--- config.mk ---
export PLATFORM = sky130hd
export DESIGN_NAME = lru_frame_replacement
export DESIGN_NICKNAME = d
export VERILOG_FILES = /design/src/sv/lfr_pkg.sv /design/src/sv/lfr_cell.sv /design/src/sv/lru_frame_replacement.sv
export SDC_FILE = /design/constraint.sdc
export NUM_CORES = 1
export LEC_CHECK = 0
export ABC_AREA = 1
export BUFFER_PORTS_ARGS = -buffer_cell sky130_fd_sc_hd__clkbuf_2
export CAP_MARGIN = 15
export CORE_MARGIN = 2
export CORE_UTILIZATION = 50
export DETAILED_ROUTE_END_ITERATION = 16
export GPL_TIMING_DRIVEN = 0
export PLACE_DENSITY = 0.67
export SETUP_SLACK_MARGIN = 0.02
export SYNTH_ARGS = -nofsm -noshare
export SYNTH_HDL_FRONTEND = slang
export SYNTH_SLANG_ARGS = --single-unit
--- constraint.sdc ---
create_clock -name clk_i -period 7.02 [get_ports clk_i]
set_input_delay 1.404 -clock clk_i [delete_from_list [all_inputs] [get_ports clk_i]]
set_output_delay 1.404 -clock clk_i [all_outputs]
set_load 0.02 [all_outputs]
--- src/sv/lfr_pkg.sv ---
// Shared types and constants for the LRU frame replacement block.
package lfr_pkg;

  localparam int unsigned FRAME_W    = 4;
  localparam int unsigned FRAMES_DEF = 16;
  localparam int unsigned TDATA_W    = 8;

  localparam logic MODE_REF     = 1'b0;
  localparam logic MODE_REPLACE = 1'b1;

  // Broadcast from the top level to every cell of the row.
  typedef struct packed {
    logic               is_ref;  // compare stored frames against key
    logic               move;    // shift from first hit down, key goes to tail
    logic               append;  // key goes to the first free cell
    logic [FRAME_W-1:0] key;
  } cell_ctl_t;

endpackage

--- src/sv/lfr_cell.sv ---
// One cell of the recency row: holds a frame number and a valid flag.
module lfr_cell (
  input  logic                      clk_i,
  input  logic                      rst_ni,
  input  lfr_pkg::cell_ctl_t        ctl_i,
  input  logic                      hit_i,
  output logic                      hit_o,
  input  logic                      prev_valid_i,
  input  logic                      next_valid_i,
  input  logic [lfr_pkg::FRAME_W-1:0] next_value_i,
  output logic                      valid_o,
  output logic [lfr_pkg::FRAME_W-1:0] value_o
);
  import lfr_pkg::*;

  logic               valid_q, valid_d;
  logic [FRAME_W-1:0] value_q, value_d;
  logic               match;
  logic               is_tail;

  assign match   = ctl_i.is_ref && valid_q && (value_q == ctl_i.key);
  assign hit_o   = hit_i || match;
  assign is_tail = valid_q && !next_valid_i;

  always_comb begin
    valid_d = valid_q;
    value_d = value_q;
    if (ctl_i.move && hit_o && valid_q) begin
      value_d = is_tail ? ctl_i.key : next_value_i;
    end else if (ctl_i.append && !valid_q && prev_valid_i) begin
      value_d = ctl_i.key;
      valid_d = 1'b1;
    end
  end

  always_ff @(posedge clk_i or negedge rst_ni) begin
    if (!rst_ni) begin
      valid_q <= 1'b0;
    end else begin
      valid_q <= valid_d;
    end
  end

  always_ff @(posedge clk_i) begin
    value_q <= value_d;
  end

  assign valid_o = valid_q;
  assign value_o = value_q;

endmodule

--- src/sv/lru_frame_replacement.sv ---
// Top level of the LRU frame replacement block: cell row, control and result register.
// Keeps tracked frames in a row of cells, least recently used in cell 0. A reference
// (tuser 0) appends an untracked frame while the row has room, or moves a tracked one
// to the tail; a replace (tuser 1) returns the head frame as victim and rotates it to
// the tail, or flags empty_error when nothing is tracked. One transaction is taken per
// cycle while the output register is empty or read; its result is registered there in
// the next cycle. A hit chain through all FRAMES cells locates the shift point.
module lru_frame_replacement #(
  parameter int unsigned FRAMES = lfr_pkg::FRAMES_DEF
) (
  input  logic                        clk_i,
  input  logic                        rst_ni,
  input  logic                        s_axis_tvalid_i,
  output logic                        s_axis_tready_o,
  input  logic [lfr_pkg::TDATA_W-1:0] s_axis_tdata_i,   // [3:0] frame
  input  logic                        s_axis_tuser_i,   // [0] mode
  output logic                        m_axis_tvalid_o,
  input  logic                        m_axis_tready_i,
  output logic [lfr_pkg::TDATA_W-1:0] m_axis_tdata_o,   // [3:0] victim_frame
  output logic                        m_axis_tuser_o    // [0] empty_error
);
  import lfr_pkg::*;

  logic [FRAMES:0]               hit;
  logic [FRAMES-1:0]             cell_valid;
  logic [FRAMES-1:0][FRAME_W-1:0] cell_value;
  logic [FRAMES-1:0]             prev_valid;
  logic [FRAMES-1:0]             next_valid;
  logic [FRAMES-1:0][FRAME_W-1:0] next_value;

  cell_ctl_t          ctl;
  logic               accept;
  logic [FRAME_W-1:0] frame;
  logic               mode;
  logic               in_range;
  logic               found;
  logic               empty;
  logic               full;

  logic               out_valid_q;
  logic [FRAME_W-1:0] out_frame_q, out_frame_d;
  logic               out_err_q, out_err_d;

  assign frame    = s_axis_tdata_i[FRAME_W-1:0];
  assign mode     = s_axis_tuser_i;
  assign in_range = 32'(frame) < FRAMES;
  assign accept   = s_axis_tvalid_i && s_axis_tready_o;
  assign s_axis_tready_o = !out_valid_q || m_axis_tready_i;

  assign empty = !cell_valid[0];
  assign full  = cell_valid[FRAMES-1];
  assign found = hit[FRAMES];

  assign hit[0]     = (mode == MODE_REPLACE);
  assign prev_valid = {cell_valid[FRAMES-2:0], 1'b1};
  assign next_valid = {1'b0, cell_valid[FRAMES-1:1]};
  assign next_value = {{FRAME_W{1'b0}}, cell_value[FRAMES-1:1]};

  always_comb begin
    ctl.is_ref = (mode == MODE_REF) && in_range;
    ctl.key    = (mode == MODE_REPLACE) ? cell_value[0] : frame;
    ctl.move   = accept && ((mode == MODE_REPLACE) ? !empty : (ctl.is_ref && found));
    ctl.append = accept && ctl.is_ref && !found && !full;
  end

  for (genvar i = 0; i < FRAMES; i++) begin : g_cell
    lfr_cell u_cell (
      .clk_i        (clk_i),
      .rst_ni       (rst_ni),
      .ctl_i        (ctl),
      .hit_i        (hit[i]),
      .hit_o        (hit[i+1]),
      .prev_valid_i (prev_valid[i]),
      .next_valid_i (next_valid[i]),
      .next_value_i (next_value[i]),
      .valid_o      (cell_valid[i]),
      .value_o      (cell_value[i])
    );
  end

  always_comb begin
    out_frame_d = frame;
    out_err_d   = 1'b0;
    if (mode == MODE_REPLACE) begin
      out_frame_d = empty ? '0 : cell_value[0];
      out_err_d   = empty;
    end
  end

  always_ff @(posedge clk_i or negedge rst_ni) begin
    if (!rst_ni) begin
      out_valid_q <= 1'b0;
    end else if (accept) begin
      out_valid_q <= 1'b1;
    end else if (m_axis_tready_i) begin
      out_valid_q <= 1'b0;
    end
  end

  always_ff @(posedge clk_i) begin
    if (accept) begin
      out_frame_q <= out_frame_d;
      out_err_q   <= out_err_d;
    end
  end

  assign m_axis_tvalid_o = out_valid_q;
  assign m_axis_tdata_o  = {{(TDATA_W - FRAME_W){1'b0}}, out_frame_q};
  assign m_axis_tuser_o  = out_err_q;

`ifndef SYNTHESIS
  a_empty_err : assert property (@(posedge clk_i) disable iff (!rst_ni)
    accept && (mode == MODE_REPLACE) && empty |=> out_valid_q && out_err_q)
    else $error("replace on empty row did not flag empty_error");

  a_no_false_err : assert property (@(posedge clk_i) disable iff (!rst_ni)
    accept && !((mode == MODE_REPLACE) && empty) |=> out_valid_q && !out_err_q)
    else $error("empty_error raised without an empty replace");

  a_append_head : assert property (@(posedge clk_i) disable iff (!rst_ni)
    ctl.append |=> cell_valid[0])
    else $error("append left the head cell invalid");

  a_move_keeps_fill : assert property (@(posedge clk_i) disable iff (!rst_ni)
    ctl.move |=> $countones(cell_valid) == $past($countones(cell_valid)))
    else $error("move changed the number of tracked frames");
`endif

endmodule

* Yosys cells after proc, flatten, opt, wreduce, memory -nomap -nowiden
Cells that the tools add are included.
** Operators by class
- Add/sub/neg operators :: 0
- $mul :: 0
- Div/mod/pow operators :: 0
- Magnitude comparators :: 0
- Equality and inequality tests :: 16
- Shift-type cells :: 0
- Muxes and demuxes :: 54
- Bitwise gates (word level) :: 17
- Reductions and logical operators :: 184
** Operator list (count)
- $mux 4 :: 51
- $logic_and 1x1->1 :: 116
- $eq 4x4->1 :: 16
- $reduce_bool 2->1 :: 17
- $reduce_and 2->1 :: 16
- $logic_not 1->1 :: 18
- $logic_or 1x1->1 :: 17
- $not 1->1 :: 17
- $mux 1 :: 3
** Word-level totals
- Register bits after elaboration :: 86
- Bits in latches :: 0
- Memory bits (writable) :: 0
- ROM bits :: 0
- Input bits :: 13
- Output and inout bits :: 11
- Word-level logic and storage cells :: 306
- Memories :: 0

* Longest topological paths before layout
Gate-level depths: netlist of run 1.
- Depth after elaboration :: 26
- Depth in mapped cells :: 21
- Depth with buffers taken out :: 20

* Cells and area by module
From an unflattened synthesis of run 1, not the netlist that was laid out.
** Second synthesis, totals
- Cells, all modules :: 972
- Area, all modules :: 6797.8 µm²
** By module, submodules not included
- lfr_cell :: times used 16, cells each 58, area an instance 402.9 µm², sequential area each 145.1 µm²
- lru_frame_replacement :: times used 1, cells each 44, area an instance 351.6 µm², sequential area each 175.2 µm²

* Worst setup path after synthesis of run 1
Ideal clock, no wire load.
- Path kind :: input-to-reg
- Start point :: input port s_axis_tuser_i
- End point :: register g_cell[0].u_cell.value_q[0] (enable)
- Library setup time :: 0.335 ns
- Arrival :: 3.386 ns
- Data required time :: 6.685 ns
- Slack :: 3.299 ns
- Stages on the path :: 17
- Path buffers :: 3
- Cell sequence :: buf_6 > inv_4 > buf_6 > nand2_2 > nand2_4 > buf_6 > xor2_1 > nor2_1 > nand2_1 > nand4_2 > nor2_4 > nand4_4 > nor3_4 > nand4_2 > inv_2 > nand2_1 > o21ai_1
** On the way
- Longest elaborated chain between the ends :: 25
- Elaborated cells on any way between the ends :: 77
- Classes of those cells :: 16 x eq/ne; 2 x mux; 1 x bitwise; 58 x reduce/logical
** Ends and longest elaborated chain
- start, declared :: line lru_frame_replacement.sv:16 : input logic s_axis_tuser_i,
- $mux 4 or $not 1->1 (tied branches) :: line lru_frame_replacement.sv:61, lru_frame_replacement.sv:60
- $eq 4x4->1 or $logic_and 1x1->1 (tied branches) :: line lfr_cell.sv:21 : assign match = ctl_i.is_ref && valid_q && (value_q == ctl_i.key);
- $logic_and 1x1->1 :: line lfr_cell.sv:21
- $logic_or 1x1->1 (16 in a row) :: line lfr_cell.sv:22 : assign hit_o = hit_i || match;
- $logic_and 1x1->1 :: line lru_frame_replacement.sv:62 : ctl.move = accept && ((mode == MODE_REPLACE) ? !empty : (ctl.is_ref && found));
- $mux 1 :: line lru_frame_replacement.sv:62
- $logic_and 1x1->1 :: line lru_frame_replacement.sv:62
- $logic_and 1x1->1 (2 in a row) :: line lfr_cell.sv:28 : if (ctl_i.move && hit_o && valid_q) begin
- $reduce_bool 2->1 (no source line) (*)
- end signal, assigned :: line lfr_cell.sv:45 : value_q <= value_d;
- end, declared :: line lfr_cell.sv:17 : logic [FRAME_W-1:0] value_q, value_d;
Every way passes the cells marked *; elsewhere a longest branch is shown, timed or not.
A chain may end at the register's enable or synchronous reset.

* Final worst setup path of run 1
- Start point :: input port s_axis_tuser_i
- End point :: register g_cell[0].u_cell.value_q[1] (enable)
Same word-level chain as after synthesis.

==> results of run 1 <==
## where the power goes
group	switching (mW)	internal (mW)	total [mW]	leakage [nW]
sequential	0.0362	0.636	0.673	0.802
clock	0.206	0.320	0.526	0.154
combinational	0.330	0.151	0.481	2.05
total	0.572	1.11	1.68	3.01
## final timing paths
path	startpoint	end	slack [ps]	cells after the start
min in group asynchronous	rst_ni	g_cell[0].u_cell.valid_o	1010	1
hold / removal	m_axis_tvalid_o	m_axis_tvalid_o	530	2
setup / recovery	s_axis_tuser_i	g_cell[0].u_cell.value_o[1]	2870	16
hold reg to reg	m_axis_tvalid_o	m_axis_tvalid_o	530	2
max in group asynchronous	rst_ni	g_cell[15].u_cell.valid_o	5660	1
setup reg to reg	g_cell[0].u_cell.value_o[0]	g_cell[0].u_cell.value_o[1]	3720	14
## registers in the layout (all words and copies together), names as in the netlist
| register | count |
|---|---|
| out_frame_q | 4 |
| g_cell.u_cell.valid_o | 16 |
| m_axis_tuser_o | 1 |
| m_axis_tvalid_o | 1 |
| g_cell.u_cell.value_o | 64 |
## layer usage
layer | track usage [%] | vias to the layer above
li1 | - | 2650
met1 | 37.24 | 2637
met2 | 47.19 | 262
met3 | 3.942 | 30
met4 | 11.46 | 0
met5 | 0 | -
## area by class of cell
cell class	count	area (µm²)	share of cell area, %
multi-input combinational	574	2902	44.93
sequential	86	2497	38.67
buffer	44	262.8	4.069
clock buffer	10	239.0	3.701
inverter	60	227.7	3.526
tap	143	178.9	2.771
clock inverter	6	85.08	1.318
timing repair buffer	13	65.06	1.008
## stage by stage
step | std cells | utilization, % | area [µm²]
after floorplan | 764 | - | 5889
after detailed placement | 920 | 53.49 | 6133
after CTS | 936 | 56.31 | 6457
after global routing | 936 | 56.31 | 6457
after global placement | 920 | 53.49 | 6133
final | 936 | 56.31 | 6457
## layout by cell type, fill, tap and decap left out, drive strengths merged, types with 2 or more instances in the layout
master	synthesis	final
conb	1	4
edfxtp	69	69
nor3	2	2
o2111ai	6	6
a211oi	7	7
buf	28	28
nand3	30	30
dfrtp	17	17
o211ai	3	3
nor2	41	41
nand2	288	288
and3	2	2
inv	60	60
xor2	19	19
clkbuf	16	39
a2111oi	2	2
a21oi	9	9
clkinvlp	0	2
o21ai	63	63
nand4	79	79
clkinv	0	2
o22ai	3	3
xnor2	12	12
bufinv	0	2
## critical path, delay by kind of cell
family | cells | cell delay (ps)
and+or+nand+nor | 11 | 1450
buffers and inverters | 4 | 930
AOI/OAI and AO/OA | 1 | 380
## cells by family after synthesis
family	count (synthesis)	synth area share (%)
AOI/OAI and AO/OA	95	9.238
xor gates and xnor gates	31	4.619
buffers and inverters	104	8.344
DFF	86	42.49
other	1	0.06380
and+or+nand+nor	444	35.25
==> run_results.csv, run 1 <==
group,metric,value,unit
run_status,status,"completed",
critical_path,cp.required,7040,ps
synth,synth_edf_count,69,
synth,yosys.area.top_type,"edfxtp_1",
synth,synth_ff_type,"edfxtp_1",
critical_path,startpoint_type,"primary input",
synth,ys_types,39,
timing,setup_viol,0,
synth,synth.cells.most_frequent,"nand2_1, nand4_1, edfxtp_1, o21ai_0, inv_1",
critical_path,crit_chain,"buf_6 > clkbuf_1 > nor3_1 > nand3_1 > nor2_1 > nand2_1 > inv_1 > nor2_2 > nand4_2 > nor2_4 > nand4_4 > nor3_4 > nand4_2 > inv_2 > nand2_1 > o21ai_1",
timing,hold_slack,530.2,ps
global_routing,grt_pass1_vias,5258,
detailed_routing,dr.pass1.iters,5,
detailed_routing,drtIter0Drc,709,
timing,period_needed,4152,ps
synth,yosysSeqAreaShare,42.49,%
die,dieArea,12640,µm²
critical_path,cp-end-kind,"flip-flop",
synth,syn_area,5878,µm²
final_layout,final_nets,801,
clocking,cts_sinks,86,
clocking,cts_htree_levels,3,
critical_path,crit_slowest_cell,"clkbuf_1",
placement,place.gp.congestion,0.8734,
global_routing,grt_pass1_wl,27.50,mm
final_layout,fillerInstances,1082,
placement,place_ws,2548,ps
critical_path,critical_path.max_stage_delay,570,ps
pwr,report.power.total,1.680,mW
pwr,leakage,3.005,nW
die,die_w,112.4,µm
detailed_routing,met3_length,1.465,mm
synth,postSynthAreaPerCell,7.724,µm²
critical_path,crit_type,"primary input to flip-flop",
detailed_routing,wl_met2,8.443,mm
final_layout,n_antenna_cell,0,
critical_path,critPathArrivalTime,4170,ps
global_routing,overflow,0,
detailed_routing,drt-met1-wl,7.070,mm
timing,hold_violations,0,
pwr,peakVddDrop,0.1364,mV
die,core_area,11470,µm²
global_routing,grt_max_degree,18,
clocking,hold_buffers,0,
synth,synth_area_leaders,"edfxtp_1, nand2_1, nand4_1",
synth,synth_top_cell_area_share,35.25,%
detailed_routing,antenna_left,0,
placement,io_buffers,13,
timing,skew,9.893,ps
min_path,hp-class,"flip-flop to flip-flop",
die,die_y,112.4,µm
die,num_rows,39,
synth,synth.most_common_cell,"nand2_1",
clocking,cts_setup_buffers,0,
pwr,powerDensity,260.1,nW/µm²
clocking,path_clk_slew,60,ps
detailed_routing,vias,5579,
timing,max_clock_freq,240.8,MHz
synth,yosysWarningCount,0,
clocking,cts_buffer_depth,2,
detailed_routing,wire_per_inst,18.56,µm
die,start_util,51.26,%
global_routing,grt_antenna_before_repair,0,
global_routing,grt.total_usage,28.25,%
timing,drv_slew,0,
detailed_routing,routed_wl,17.37,mm
clocking,cts_resized,0,
detailed_routing,drc,0,
timing,fin_crit_sh,59.15,%
synth,async_flop_share,19.77,%
timing,tns,0,ps
timing,rsz0062_at_grt,"false",
placement,dp_hpwl,11.80,mm
clocking,tritoncts,"done",
final_layout,syn2layout_area_growth,9.855,%
die,io_pins,24,
run,maxCapViolCount,0,
detailed_routing,dr.max_layer_used,"met4",
clocking,clock-root-buffer,"clkbuf_16",
clocking,cts_inserted_buffers,9,
synth,synthCells,761,
timing,setup_ws,2868,ps
critical_path,path_max_fanout,10,
clocking,insertion_delay,360,ps
timing,max-slew-margin-rel,39.62,%
detailed_routing,via_per_inst,5.960,
timing,tightest_slew,905.7,ps
synth,ys_ff_latch,86,
final_layout,drive_gt1_share,10.47,%
(Power assumes the default switching activity.)
==> run 2, diff against run 1 <==
- ABC_AREA: 1 -> 0
- PLACE_DENSITY: 0.67 -> 0.7
- clock period: 7.02 -> 3.72 ns (I/O delays scaled with it)
==> run 2 against run 1 <==
Compared with the run above: sequential share of layout area is 7.9 points higher; clock skew increased by 0.93 ps; via count decreased by 43%; count of clock-buffer cells in the layout is the same; die area is 15% lower; worst hold slack worse by 220 ps; routed wire length fell by 35%; largest cell class is now registers.
==> run_results.csv, run 2 <==
group,metric,value,unit
final_layout,layout_commonest_cell,"edfxtp_1",
timing,tightest_slew,754.0,ps
timing,skew,10.82,ps
clocking,cts_htree_levels,3,
die,die_w,103.4,µm
placement,dp_hpwl,7.887,mm
die,die_y,103.4,µm
global_routing,grt.total_usage,23.19,%
synth,synth_top_cell_area_share,41.90,%
die,core_area,9684,µm²
clocking,tritoncts,"done",
die,num_rows,36,
global_routing,grt_pass1_vias,3242,
synth,syn_area,4945,µm²
synth,synth.cells.most_frequent,"edfxtp_1, mux2_2, xnor2_1, nor2_1",
run_status,status,"completed",
pwr,p_sw,832.4,µW
pwr,intPower,1.838,mW
timing,setup_ws,204.2,ps
synth,yosysSeqAreaShare,50.51,%
timing,period_needed,3516,ps
final_layout,drive_gt1_share,29.29,%
pwr,p_clk_share,23.7,%
critical_path,cp-end-kind,"flip-flop",
detailed_routing,drc,0,
clocking,cts_inserted_buffers,9,
global_routing,grt_pass1_wl,17.95,mm
synth,yosysWarningCount,0,
detailed_routing,drtIter0Drc,163,
run,maxCapViolCount,0,
global_routing,overflow,0,
clocking,path_clk_slew,90,ps
clocking,insertion_delay,350,ps
timing,hold_violations,0,
die,io_pins,24,
pwr,leakage,1.945,nW
detailed_routing,dr.pass1.iters,4,
detailed_routing,vias,3177,
placement,place.gp.congestion,0.8285,
synth,ys_ff_latch,86,
timing,rsz0062_at_grt,"false",
detailed_routing,routed_wl,11.33,mm
clocking,cts_sinks,86,
critical_path,crit_type,"primary input to flip-flop",
synth,synth_area_leaders,"edfxtp_1, mux2_2, xnor2_1",
timing,hold_slack,307.0,ps
placement,io_buffers,12,
placement,place_ws,-280.1,ps
pwr,p_seq_share,50.2,%
pwr,report.power.total,2.671,mW
final_layout,fillerInstances,834,
final_layout,syn2layout_area_growth,8.553,%
timing,fin_crit_sh,94.51,%
final_layout,largest_reg_flops,64,
synth,async_flop_share,19.77,%
critical_path,critPathArrivalTime,3520,ps
global_routing,grt_max_degree,18,
clocking,clock-root-buffer,"clkbuf_8",
timing,max_clock_freq,284.4,MHz
pwr,peakVddDrop,0.2338,mV
timing,max-slew-margin-rel,49.73,%
critical_path,cp.required,3720,ps
final_layout,fin_util,55.43,%
pwr,powerDensity,497.5,nW/µm²
synth,synth_ff_type,"edfxtp_1",
global_routing,grt_antenna_before_repair,0,
clocking,hold_buffers,0,
synth,synth.most_common_cell,"edfxtp_1",
final_layout,final_nets,429,
pwr,switching_share,31.17,%
die,dieArea,10700,µm²
final_layout,final_cell_mix,"edfxtp_1, mux2_2, xnor2_1",
detailed_routing,antenna_left,0,
synth,synth_edf_count,69,
synth,yosys.area.top_type,"edfxtp_1",
critical_path,path_max_fanout,10,
timing,setup_viol,0,
die,start_util,51.06,%
critical_path,startpoint_type,"primary input",
timing,tns,0,ps
synth,postSynthAreaPerCell,12.68,µm²
pwr,p_comb_share,26.1,%
final_layout,n_antenna_cell,0,
min_path,hp-class,"primary input to asynchronous set/reset pin",
synth,ys_types,51,
synth,synthCells,390,
timing,drv_slew,0,
detailed_routing,via_per_inst,5.745,
clocking,cts_buffer_depth,2,
detailed_routing,wire_per_inst,20.48,µm
run 2: area by class of cell:
type / instances / area (µm²) / share of cell area, %
multi-input cells: 266 / 2245 / 41.82
repair buffers: 12 / 60.06 / 1.119
clock buffers: 10 / 127.6 / 2.378
plain buffers: 28 / 168.9 / 3.147
inverters: 13 / 51.30 / 0.9557
flip-flops and latches: 86 / 2497 / 46.53
well taps: 133 / 166.4 / 3.100
clock inverters: 5 / 51.30 / 0.9557
run 2: final timing paths:
path	endpoint	start	slack, ps	depth (start not counted)
max in group asynchronous	g_cell[10].u_cell.valid_o	rst_ni	3100	1
worst min register to register	g_cell[11].u_cell.valid_o	g_cell[11].u_cell.valid_o	540	1
min in group clk_i	g_cell[11].u_cell.valid_o	g_cell[11].u_cell.valid_o	540	1
worst min-delay path	m_axis_tvalid_o	rst_ni	310	1
worst max register to register	g_cell[15].u_cell.value_o[2]	g_cell[0].u_cell.value_o[3]	380	10
worst max-delay path	g_cell[15].u_cell.value_o[2]	s_axis_tuser_i	200	11
run 2: routing by layer:
layer | GRT usage (%) | vias to the layer above | routed length (µm)
li1 | - | 1484 | -
met2 | 37.22 | 80 | 5622
met1 | 31.26 | 1593 | 4779
met4 | 9.818 | 0 | 279
met5 | 0 | - | 0
met3 | 3.898 | 20 | 645
run 2: timing repair:
item                                    in CTS  in global routing
buffers inserted                             0                  0
gates resized for setup                      0                  3
endpoints found under the setup margin       0                 28
run 2: per-stage QoR:
step	instances	cell area, µm²
after floorplan	393	4956
after global placement	538	5182
after detailed placement	538	5182
after CTS	553	5361
after global routing	553	5368
final	553	5368
run 2: cell families after synthesis:
kind of cell	after synthesis	share of synthesized area, %
mux	60	14.27
xor+xnor	64	11.34
other cells	1	0.07584
flops	86	50.51
simple gates	86	10.55
buf+inv	41	4.428
compound gates	52	8.831
run 2: critical path, stage by stage:
cell	delay, ps
buf_6	150
mux2i_4	410
buf_6	260
inv_4	120
xnor2_1	130
nand3_1	120
o31a_1	260
nand4b_2	260
nor4_4	430
buf_2	330
o2bb2ai_1	280
run 2: power by group through the flow:
stage	registers (mW)	logic [mW]	clock network [mW]
3_5_place_dp	1.36	0.689	0
6_report	1.34	0.696	0.633
3_3_place_gp	1.35	0.673	0
4_1_cts	1.34	0.693	0.641
5_1_grt	1.36	0.760	0.675
2_1_floorplan	1.33	0.544	0
==> run 3, diff against run 2 <==
- CORE_UTILIZATION: 50 -> 45
- PLACE_DENSITY: 0.7 -> 0.64
- SKIP_LAST_GASP: not set -> 1
==> run 3 against run 2 <==
Compared with the run above: register-to-register slack got worse by 60 ps; critical endpoint is now g_cell[14].u_cell.value_o[1]; sequential cell count unchanged; combinational power decreased by 0.6%; sequential power about the same; total power increased by 6.9%; worst hold slack got worse by 11 ps.
==> run_results.csv, run 3 (synthesized netlist as in run 2, its figures left out) <==
group,metric,value,unit
die,start_util,45.81,%
detailed_routing,vias,3146,
critical_path,reg2reg_setup_slack,320,ps
critical_path,cp-end-kind,"flip-flop",
pwr,p_clk_share,28.8,%
run,maxCapViolCount,0,
detailed_routing,dr.max_layer_used,"met4",
critical_path,r2r-end,"g_cell[14].u_cell.value_o[1]",
critical_path,cp.required,3740,ps
clocking,path_clk_slew,100,ps
pwr,intPower,1.991,mW
placement,place_ws,-328.3,ps
final_layout,fin_area,5446,µm²
clocking,cts_resized,0,
global_routing,grt_pass1_wl,18.09,mm
timing,max-slew-margin-rel,50.61,%
critical_path,r2r_start,"g_cell[0].u_cell.value_o[3]",
critical_path,crit_type,"primary input to flip-flop",
final_layout,fillerInstances,956,
die,core_area,10790,µm²
clocking,tritoncts,"done",
timing,setup_ws,166.2,ps
final_layout,drive_gt1_share,29.93,%
global_routing,grt_antenna_before_repair,0,
critical_path,cp_common_cell,"buf_6",
global_routing,grt.total_usage,21.08,%
timing,setup_viol,0,
clocking,insertion_delay,370,ps
final_layout,layout_commonest_cell,"edfxtp_1",
clocking,cts_htree_levels,3,
run_status,status,"completed",
pwr,report.power.total,2.854,mW
global_routing,grt_pass1_vias,3208,
critical_path,crit_chain,"buf_6 > mux2i_4 > buf_6 > inv_4 > xnor2_1 > nand3_1 > o31a_1 > nand4b_2 > nor4_4 > buf_2 > o2bb2ai_1",
pwr,switching_share,30.23,%
die,dieArea,11840,µm²
pwr,p_comb_share,24.3,%
clocking,cts_sinks,86,
timing,max_clock_freq,281.4,MHz
final_layout,seqCellArea,2497,µm²
die,io_pins,24,
final_layout,largest_reg_flops,64,
critical_path,critPathArrivalTime,3580,ps
timing,rsz0062_at_grt,"false",
pwr,peakVddDrop,0.2995,mV
pwr,p_sw,862.6,µW
die,num_rows,38,
min_path,hp-class,"primary input to asynchronous set/reset pin",
final_layout,syn2layout_area_growth,10.15,%
detailed_routing,wire_per_inst,20.40,µm
placement,place.gp.congestion,0.8252,
die,die_w,108.8,µm
pwr,leakage,1.981,nW
final_layout,final_nets,429,
detailed_routing,met3_length,650,µm
placement,place_inst,545,
clocking,hold_buffers,0,
timing,drv_slew,0,
detailed_routing,drc,0,
timing,period_needed,3554,ps
placement,io_buffers,12,
critical_path,critical_path.max_stage_delay,450,ps
placement,placement.cell_area,5191,µm²
die,die_y,108.8,µm
timing,fin_crit_sh,95.53,%
critical_path,startpoint_type,"primary input",
clocking,cts_buffer_depth,2,
clocking,cts_setup_buffers,0,
detailed_routing,drt-met1-wl,4.976,mm
critical_path,reg2reg_depth,10,
pwr,p_seq_share,46.9,%
detailed_routing,via_per_inst,5.608,
final_layout,final_cell_mix,"edfxtp_1, mux2_2, xnor2_1",
final_layout,fin_util,50.46,%
critical_path,crit_slowest_cell,"nor4_4",
critical_path,path_max_fanout,10,
pwr,powerDensity,523.9,nW/µm²
timing,hold_slack,296.0,ps
final_layout,multiInputGateArea,2245,µm²
detailed_routing,drtIter0Drc,191,
detailed_routing,wl_met2,5.632,mm
detailed_routing,dr.pass1.iters,4,
detailed_routing,routed_wl,11.45,mm
final_layout,stdcell_count,561,
clocking,clock-root-buffer,"clkbuf_8",
detailed_routing,antenna_left,0,
global_routing,overflow,0,
timing,hold_violations,0,
global_routing,grt_max_degree,18,
placement,dp_hpwl,7.988,mm
final_layout,n_antenna_cell,0,
timing,tightest_slew,740.9,ps
timing,skew,13.49,ps
timing,tns,0,ps
clocking,cts_inserted_buffers,9,
[run 3: area by class of cell]
class | instances | share of cell area [%]
sequential | 86 | 45.85
multi-input combinational | 266 | 41.21
tap | 140 | 3.216
buffer | 28 | 3.101
clock inverter | 7 | 2.297
clock buffer | 9 | 2.274
timing repair buffer | 12 | 1.103
inverter | 13 | 0.9419
[run 3: worst max path at each step]
| stage | from | endpoint | slack (ps) | cells after the start |
|---|---|---|---|---|
| floorplan | s_axis_tuser_i | g_cell[14].u_cell.value_o[0] | 530 | 10 |
| global placement | s_axis_tuser_i | g_cell[14].u_cell.value_o[2] | -350 | 10 |
| detailed placement | s_axis_tuser_i | g_cell[14].u_cell.value_o[3] | -330 | 10 |
| CTS | s_axis_tuser_i | g_cell[14].u_cell.value_o[2] | 70 | 10 |
| global route | s_axis_tuser_i | g_cell[14].u_cell.value_o[1] | 30 | 11 |
| finish | s_axis_tuser_i | g_cell[14].u_cell.value_o[1] | 170 | 11 |
[run 3: critical path: cells and delay by family]
kind / cells / cell delay [ps]
buffers and inverters: 4 / 860
AND/OR/NAND/NOR: 3 / 830
XOR/XNOR: 1 / 140
AO/OA/AOI/OAI: 2 / 560
multiplexers: 1 / 410
[run 3: power by group through the flow]
stage,sequential [mW],combinational [mW],clock (mW)
final,1.34,0.692,0.822
after global routing,1.36,0.758,0.877
after CTS,1.34,0.695,0.834
after detailed placement,1.36,0.691,0
after global placement,1.36,0.679,0
after floorplan,1.33,0.544,0
[run 3: layer usage]
| layer | vias up | GRT usage, % |
|---|---|---|
| li1 | 1491 | - |
| met1 | 1572 | 27.19 |
| met2 | 66 | 35.36 |
| met3 | 17 | 4.842 |
| met4 | 0 | 6.502 |
| met5 | - | 0 |
